[src/rtl/csl_pkg.sv]
package csl_pkg;

    localparam int TEXT_DEPTH = 256;
    localparam int PAT_DEPTH  = 16;

    localparam int TEXT_AW = (TEXT_DEPTH > 1) ? $clog2(TEXT_DEPTH) : 1;
    localparam int TEXT_CW = $clog2(TEXT_DEPTH + 1);
    localparam int PAT_AW  = (PAT_DEPTH > 1) ? $clog2(PAT_DEPTH) : 1;
    localparam int PAT_CW  = $clog2(PAT_DEPTH + 1);
    localparam int CMP_W   = (TEXT_CW > PAT_CW) ? TEXT_CW : PAT_CW;

    localparam int CH_W    = 8;
    localparam int OP_W    = 2;
    localparam int POS_W   = 9;
    localparam int STAT_W  = 2;

    localparam int RES_W       = STAT_W + 1 + POS_W + POS_W;
    localparam int M_TDATA_W   = ((RES_W + 7) / 8) * 8;
    localparam int M_PAD_W     = M_TDATA_W - RES_W;

    typedef enum logic [OP_W-1:0] {
        OP_APPEND  = 2'd0,
        OP_LOCATE  = 2'd1,
        OP_PATTERN = 2'd2,
        OP_CLEAR   = 2'd3
    } op_t;

    typedef enum logic [STAT_W-1:0] {
        STAT_OK        = 2'd0,
        STAT_TEXT_FULL = 2'd1,
        STAT_PAT_LONG  = 2'd2
    } status_t;

    // packed so that status sits in the lowest bits
    typedef struct packed {
        logic [POS_W-1:0] text_length;
        logic [POS_W-1:0] position;
        logic             found;
        status_t          status;
    } result_t;

    typedef enum logic [2:0] {
        S_IDLE,
        S_LOC_RD,
        S_LOC_CMP,
        S_SRCH_RD,
        S_SRCH_CMP,
        S_DONE
    } state_t;

endpackage

[src/rtl/csl_ram.sv]
module csl_ram #(
    parameter int WIDTH = 8,
    parameter int DEPTH = 256,
    parameter int AW    = (DEPTH > 1) ? $clog2(DEPTH) : 1
) (
    input  logic             aclk,
    input  logic             we,
    input  logic [AW-1:0]    waddr,
    input  logic [WIDTH-1:0] wdata,
    input  logic [AW-1:0]    raddr,
    output logic [WIDTH-1:0] rdata
);

    logic [WIDTH-1:0] mem [DEPTH];
    logic [WIDTH-1:0] rdata_reg;

    always_ff @(posedge aclk) begin
        if (we) begin
            mem[waddr] <= wdata;
        end
        rdata_reg <= mem[raddr];
    end

    assign rdata = rdata_reg;

endmodule

[src/rtl/char_store_locate_and_substring_unit.sv]
// byte text store with byte locate and naive substring search
//
// input channel s_*: s_tuser carries the operation (append, locate, pattern
// byte, clear), s_tdata the byte and s_tlast marks the final pattern byte.
// result channel m_*: one result item per input item, in order.
//
// append, clear and non-final pattern bytes finish in the cycle they are
// taken and run at one item per cycle while the result register is free.
// locate walks the text store through its single read port with one shared
// byte comparator, a read state and a compare state per byte examined. the
// search on the final pattern byte uses the same port and comparator in the
// same way, restarting at the next start position after a mismatch.
// s_tready is low while a locate or search runs.
//
// the result register sits between the two sides: one more item is taken
// while a result waits on m_tready, after which s_tready drops until it moves.
// reset empties text and pattern; there is no clearing pass.
module char_store_locate_and_substring_unit
    import csl_pkg::*;
(
    input  logic                 aclk,
    input  logic                 aresetn,
    input  logic                 s_tvalid,
    output logic                 s_tready,
    input  logic [CH_W-1:0]      s_tdata,   // ch
    input  logic [OP_W-1:0]      s_tuser,   // op
    input  logic                 s_tlast,   // pattern_last
    output logic                 m_tvalid,
    input  logic                 m_tready,
    output logic [M_TDATA_W-1:0] m_tdata    // status, found, position, text_length
);

    state_t              state_reg, state_next;
    logic [TEXT_CW-1:0]  text_count_reg, text_count_next;
    logic [PAT_CW-1:0]   pat_count_reg, pat_count_next;
    logic                pat_ovf_reg, pat_ovf_next;
    logic [CH_W-1:0]     ch_reg, ch_next;
    logic [TEXT_AW-1:0]  idx_reg, idx_next;
    logic [PAT_AW-1:0]   k_reg, k_next;
    logic [PAT_CW-1:0]   plen_reg, plen_next;
    result_t             res_reg, res_next;
    result_t             out_reg, out_next;
    logic                m_valid_reg, m_valid_next;

    logic                s_accept;
    logic                out_free;
    op_t                 op;
    result_t             imm_res;
    logic                imm_done;
    logic [PAT_CW-1:0]   pc_v;
    logic                povf_v;

    logic                text_we;
    logic [TEXT_AW-1:0]  text_raddr;
    logic [CH_W-1:0]     text_rdata;
    logic                pat_we;
    logic [CH_W-1:0]     pat_rdata;
    logic [CH_W-1:0]     cmp_b;
    logic                cmp_eq;

    assign op       = op_t'(s_tuser);
    assign s_tready = (state_reg == S_IDLE);
    assign s_accept = s_tvalid && s_tready;
    assign out_free = !m_valid_reg || m_tready;

    // shared byte comparator
    assign cmp_b  = (state_reg == S_LOC_CMP) ? ch_reg : pat_rdata;
    assign cmp_eq = (text_rdata == cmp_b);

    assign text_raddr = (state_reg == S_LOC_RD) ? idx_reg
                                                : TEXT_AW'(idx_reg + TEXT_AW'(k_reg));

    csl_ram #(.WIDTH(CH_W), .DEPTH(TEXT_DEPTH)) u_text_ram (
        .aclk  (aclk),
        .we    (text_we),
        .waddr (text_count_reg[TEXT_AW-1:0]),
        .wdata (s_tdata),
        .raddr (text_raddr),
        .rdata (text_rdata)
    );

    csl_ram #(.WIDTH(CH_W), .DEPTH(PAT_DEPTH)) u_pat_ram (
        .aclk  (aclk),
        .we    (pat_we),
        .waddr (pat_count_reg[PAT_AW-1:0]),
        .wdata (s_tdata),
        .raddr (k_reg),
        .rdata (pat_rdata)
    );

    always_comb begin
        state_next      = state_reg;
        text_count_next = text_count_reg;
        pat_count_next  = pat_count_reg;
        pat_ovf_next    = pat_ovf_reg;
        ch_next         = ch_reg;
        idx_next        = idx_reg;
        k_next          = k_reg;
        plen_next       = plen_reg;
        res_next        = res_reg;
        out_next        = out_reg;
        m_valid_next    = m_valid_reg && !m_tready;
        text_we         = 1'b0;
        pat_we          = 1'b0;
        imm_done        = 1'b0;
        imm_res         = '{text_length: POS_W'(text_count_reg), position: '0,
                            found: 1'b0, status: STAT_OK};
        pc_v            = pat_count_reg;
        povf_v          = pat_ovf_reg;

        unique case (state_reg)
            S_IDLE: begin
                if (s_accept) begin
                    unique case (op)
                        OP_APPEND: begin
                            imm_done = 1'b1;
                            if (text_count_reg < TEXT_CW'(TEXT_DEPTH)) begin
                                text_we             = 1'b1;
                                text_count_next     = text_count_reg + TEXT_CW'(1);
                                imm_res.text_length = POS_W'(text_count_reg + TEXT_CW'(1));
                            end else begin
                                imm_res.status = STAT_TEXT_FULL;
                            end
                        end
                        OP_LOCATE: begin
                            if (text_count_reg == '0) begin
                                imm_done = 1'b1;
                            end else begin
                                ch_next    = s_tdata;
                                idx_next   = '0;
                                res_next   = imm_res;
                                state_next = S_LOC_RD;
                            end
                        end
                        OP_PATTERN: begin
                            if (pat_count_reg < PAT_CW'(PAT_DEPTH)) begin
                                pat_we = 1'b1;
                                pc_v   = pat_count_reg + PAT_CW'(1);
                            end else begin
                                povf_v = 1'b1;
                            end
                            pat_count_next = pc_v;
                            pat_ovf_next   = povf_v;
                            if (povf_v) begin
                                imm_res.status = STAT_PAT_LONG;
                            end
                            if (s_tlast) begin
                                pat_count_next = '0;
                                pat_ovf_next   = 1'b0;
                                if (!povf_v && CMP_W'(pc_v) <= CMP_W'(text_count_reg)) begin
                                    plen_next  = pc_v;
                                    idx_next   = '0;
                                    k_next     = '0;
                                    res_next   = imm_res;
                                    state_next = S_SRCH_RD;
                                end else begin
                                    imm_done = 1'b1;
                                end
                            end else begin
                                imm_done = 1'b1;
                            end
                        end
                        OP_CLEAR: begin
                            imm_done            = 1'b1;
                            text_count_next     = '0;
                            imm_res.text_length = '0;
                        end
                        default: begin
                            imm_done = 1'b1;
                        end
                    endcase
                    if (imm_done) begin
                        if (out_free) begin
                            out_next     = imm_res;
                            m_valid_next = 1'b1;
                        end else begin
                            res_next   = imm_res;
                            state_next = S_DONE;
                        end
                    end
                end
            end
            S_LOC_RD: begin
                state_next = S_LOC_CMP;
            end
            S_LOC_CMP: begin
                if (cmp_eq) begin
                    res_next.found    = 1'b1;
                    res_next.position = POS_W'(TEXT_CW'(idx_reg) + TEXT_CW'(1));
                    state_next        = S_DONE;
                end else if (TEXT_CW'(idx_reg) + TEXT_CW'(1) == text_count_reg) begin
                    state_next = S_DONE;
                end else begin
                    idx_next   = idx_reg + TEXT_AW'(1);
                    state_next = S_LOC_RD;
                end
            end
            S_SRCH_RD: begin
                state_next = S_SRCH_CMP;
            end
            S_SRCH_CMP: begin
                if (cmp_eq) begin
                    if (PAT_CW'(k_reg) + PAT_CW'(1) == plen_reg) begin
                        res_next.found = 1'b1;
                        state_next     = S_DONE;
                    end else begin
                        k_next     = k_reg + PAT_AW'(1);
                        state_next = S_SRCH_RD;
                    end
                end else if (CMP_W'(idx_reg) + CMP_W'(plen_reg) == CMP_W'(text_count_reg)) begin
                    state_next = S_DONE;
                end else begin
                    idx_next   = idx_reg + TEXT_AW'(1);
                    k_next     = '0;
                    state_next = S_SRCH_RD;
                end
            end
            S_DONE: begin
                if (out_free) begin
                    out_next     = res_reg;
                    m_valid_next = 1'b1;
                    state_next   = S_IDLE;
                end
            end
            default: begin
                state_next = S_IDLE;
            end
        endcase
    end

    always_ff @(posedge aclk) begin
        if (!aresetn) begin
            state_reg      <= S_IDLE;
            text_count_reg <= '0;
            pat_count_reg  <= '0;
            pat_ovf_reg    <= 1'b0;
            m_valid_reg    <= 1'b0;
        end else begin
            state_reg      <= state_next;
            text_count_reg <= text_count_next;
            pat_count_reg  <= pat_count_next;
            pat_ovf_reg    <= pat_ovf_next;
            m_valid_reg    <= m_valid_next;
        end
    end

    always_ff @(posedge aclk) begin
        ch_reg   <= ch_next;
        idx_reg  <= idx_next;
        k_reg    <= k_next;
        plen_reg <= plen_next;
        res_reg  <= res_next;
        out_reg  <= out_next;
    end

    assign m_tvalid = m_valid_reg;
    assign m_tdata  = {{M_PAD_W{1'b0}}, out_reg};

endmodule

[config.mk]
export PLATFORM = sky130hd
export DESIGN_NAME = char_store_locate_and_substring_unit
export DESIGN_NICKNAME = d
export VERILOG_FILES = /design/src/rtl/csl_pkg.sv /design/src/rtl/csl_ram.sv /design/src/rtl/char_store_locate_and_substring_unit.sv
export SDC_FILE = /design/constraint.sdc
export NUM_CORES = 2
export LEC_CHECK = 0
export ABC_CLOCK_PERIOD_IN_PS = 4340
export BUFFER_PORTS_ARGS = -buffer_cell sky130_fd_sc_hd__clkbuf_2
export CORE_MARGIN = 5
export CORE_UTILIZATION = 64
export CTS_BUF_LIST = sky130_fd_sc_hd__clkbuf_8
export DETAILED_ROUTE_END_ITERATION = 8
export PLACE_DENSITY_LB_ADDON = 0.3
export SYNTH_ARGS = -nofsm -noshare
export SYNTH_HDL_FRONTEND = slang
export SYNTH_SLANG_ARGS = --single-unit
export TNS_END_PERCENT = 50
[constraint.sdc]
create_clock -name aclk -period 4.34 [get_ports aclk]
set_input_delay 0.217 -clock aclk [delete_from_list [all_inputs] [get_ports aclk]]
set_output_delay 0.217 -clock aclk [all_outputs]
set_load 0.02 [all_outputs]
==> metrics.yaml <==
status:
  status: "completed"
synthesis:
  synth-edff-count: 2243
  yosys_warnings: 0
  ys_top_cells_by_area: "edfxtp_1 (74%), nand2_1 (5.1%), mux4_2 (4.3%)"
  synth_cell_types: 73
  synth_area_leader_cell: "edfxtp_1"
  ys_async_sr_fraction: 0
  netlist_area_um2: 90800
  synth_flop_cell: "edfxtp_1"
  yosysMostFrequentCell: "edfxtp_1"
  synth-seq-cells: 2278
  synth_top_area_share: 0.742
  synth-seq-area-share: 0.750
  syn_avg_cell_area_um2: 15.1
  synth_common_cells: "edfxtp_1 (2243), nand2_1 (1238), nand3_1 (422)"
  synth_cells: 6003
cells_and_area:
  largest-register: "u_text_ram.mem"
  final_cell_count_no_fill: 8572
  syn_to_final_growth_pct: 12.4
  drive_gt1_frac: 0.156
  largest_register_ffs: 2048
  reg_top3: "u_text_ram.mem x2048, u_pat_ram.mem x128"
  nets: 6438
  multi_input_area_um2: 21100
  regArea_um2: 68100
  nFillCells: 8521
floorplan:
  io_pins: 41
  row_count: 138
  die_area_um2: 149000
  core_um2: 141000
  fp.dieW_um: 387
  initial_core_util: 0.643
  die_h_um: 387
clock_tree:
  cts_tree: "built"
  cts_buffer_depth: 4
  clkSlewWorstSetupHoldPaths_ns: 0.06
  htreeDepth: 5
  clk_latency_ns: 1.06
  root_buffer: "clkbuf_8"
  cts_buffers: 362
  cts_sinks: 2278
timing:
  tns_ns: 0
  fmax_mhz: 236
  rsz0062_at_grt: "false"
  drv_slew: 0
  hold_ws_ns: 0.117
  tightest_slew_ns: 1.25
  hold_viol: 0
  finClkSkew_ns: 0.0873
  finalCriticalPeriod_ns: 4.24
  max-slew-margin-rel: 0.166
  timing.final.crit_share: 0.976
  setup_viol: 0
global_route:
  grt_pass1_vias: 55442
  antenna_found_initial: 14
  grt.overflow.total: 0
  track_usage: 0.327
  grt_max_degree: 162
  grt_pass1_wl_um: 363000
worst_setup_path:
  cp-start-kind: "register"
  critical_path_peak_fanout: 28
  cp_slowest_cell: "a311oi_1"
  worst_setup_path_end_kind: "register"
  r2r-start: "state_reg[0]$_SDFFE_PN0P_"
  reg2reg_depth: 12
  timing.rr.end: "u_text_ram.rdata[5]$_DFF_P_"
  reg2reg_slack_ns: 0.10
  cp_data_arrival_time_ns: 5.13
  crit_chain: "or3b_1 > buf_4 > a21oi_4 > buf_12 > buf_12 > buf_4 > mux2i_1 > a32oi_1 > a311oi_1 > nor4_1 > nor3_1 > nand4b_1"
  cp.required_ns: 5.23
  slowest_delay_ns: 0.93
  path_class: "reg2reg"
route:
  ant_nets: 0
  wl_per_cell_um: 28.9
  viasPerCell: 6.67
  vias: 57217
  first_pass_iters: 7
  drc: 0
  drt_iter0_drc: 9157
  drt_wl_total_um: 248000
place:
  dp_cells: 7897
  place.gp.congestion: 0.916
  port_buffers: 37
  place_hpwl_um: 150000
hold_path:
  hp-class: "in2reg"
  holdPathStages: 3
  min_from: "aresetn"
  min_to: "state_reg[1]$_SDFFE_PN0P_"
power:
  finalPower_mw: 48.6
  vdd_drop_max_v: 0.000338
  powerDensity_nw_per_um2: 476
  p_leak_nw: 34.4
job:
  max_cap_viol_count: 0
-- worst max-delay path, delay by kind of cell (launching register included) --
| family | cells | cell delay [ns] |
|---|---|---|
| AOI/OAI and AO/OA | 3 | 1.32 |
| buffers and inverters | 4 | 1.05 |
| DFF | 1 | 0.33 |
| muxes | 1 | 0.40 |
| and+or+nand+nor | 4 | 0.97 |
-- routing by layer --
metal / global-route usage / vias up / part of all wire / routed length [um]
met1: 0.460 / 28203 / 0.36 / 88000
met4: 0.147 / 6 / 0.047 / 11700
li1: - / 23757 / - / -
met2: 0.492 / 4532 / 0.46 / 114000
met5: 0 / - / 0.00018 / 45
met3: 0.0863 / 719 / 0.14 / 34400
-- cell type report --
cell class | instances | share of cell area
flip-flops and latches | 2278 | 0.667
multi-input cells | 3317 | 0.207
clock buffers | 376 | 0.0507
repair buffers | 409 | 0.0367
well taps | 1890 | 0.0232
clock inverters | 261 | 0.0140
inverters | 26 | 0.000957
diodes | 15 | 0.000368
-- per-stage QoR --
| stage | cell area [um2] | setup WS (ns) | util |
|---|---|---|---|
| after global placement | 95100 | 0.0807 | 0.673 |
| after floorplan | 90800 | 0.741 | - |
| after CTS | 102000 | 0.0149 | 0.722 |
| after global routing | 102000 | 0.0380 | 0.722 |
| final | 102000 | 0.103 | 0.722 |
| after detailed placement | 95100 | 0.0364 | 0.673 |
-- how the worst max path moves through the flow --
stage / start / to / slack [ns] / cells past startpoint
6_report: state_reg[0]$_SDFFE_PN0P_ / u_text_ram.rdata[5]$_DFF_P_ / 0.10 / 12
5_1_grt: k_reg[0]$_SDFFCE_PN0P_ / u_text_ram.rdata[5]$_DFF_P_ / 0.04 / 12
4_1_cts: idx_reg[0]$_SDFFCE_PP0P_ / u_text_ram.rdata[5]$_DFF_P_ / 0.01 / 12
3_5_place_dp: idx_reg[0]$_SDFFCE_PP0P_ / u_text_ram.rdata[5]$_DFF_P_ / 0.04 / 12
3_3_place_gp: idx_reg[0]$_SDFFCE_PP0P_ / u_text_ram.rdata[5]$_DFF_P_ / 0.08 / 12
2_1_floorplan: pat_count_reg[0]$_SDFFE_PN0P_ / m_tdata[0]$_DFFE_PP_ / 0.74 / 13
-- where the power goes --
| part | total [mW] | switching (mW) | internal, mW |
|---|---|---|---|
| registers | 24.5 | 0.170 | 24.3 |
| clock network | 17.0 | 8.19 | 8.83 |
| logic | 7.08 | 4.77 | 2.31 |
| total | 48.6 | 13.1 | 35.4 |
-- cells in the final DEF, fill, tap and decap left out, drive strengths merged, types with 9 or more instances in the layout --
master,count
a311oi,9
inv,132
dlygate4sd3,23
mux2i,246
bufinv,14
xnor2,34
nor2,367
nand4,142
dfxtp,35
a22oi,18
mux4,175
nand2,1238
nor3,19
and2,21
buf,352
nor4,10
and3,9
clkbuf,410
clkinv,136
or3,12
xor2,12
a221oi,9
diode,15
a31oi,48
nand3,422
a32oi,162
o22ai,31
ha,27
a211oi,18
mux2,10
a21oi,66
o21ai,70
edfxtp,2243
nand2b,9
nor2b,9
a21o,9
-- kinds of logic after synthesis --
kind of cell,count (synthesis),synth area share
AO/OA/AOI/OAI,526,0.0422
XOR/XNOR,46,0.00444
adder cells (fa/ha/maj),29,0.00416
buffers and inverters,410,0.0202
flip-flops,2278,0.750
multiplexers,431,0.0718
other,1,0.0000413
AND/OR/NAND/NOR,2282,0.107
-- timing repair --
item / in CTS / in global routing
endpoints found under the hold margin: 886 / 0
gates resized for setup: 0 / 4
setup endpoints to repair: 0 / 2
hold buffers: 23 / 0
buffers inserted: 0 / 0
(Power assumes the default switching activity.)
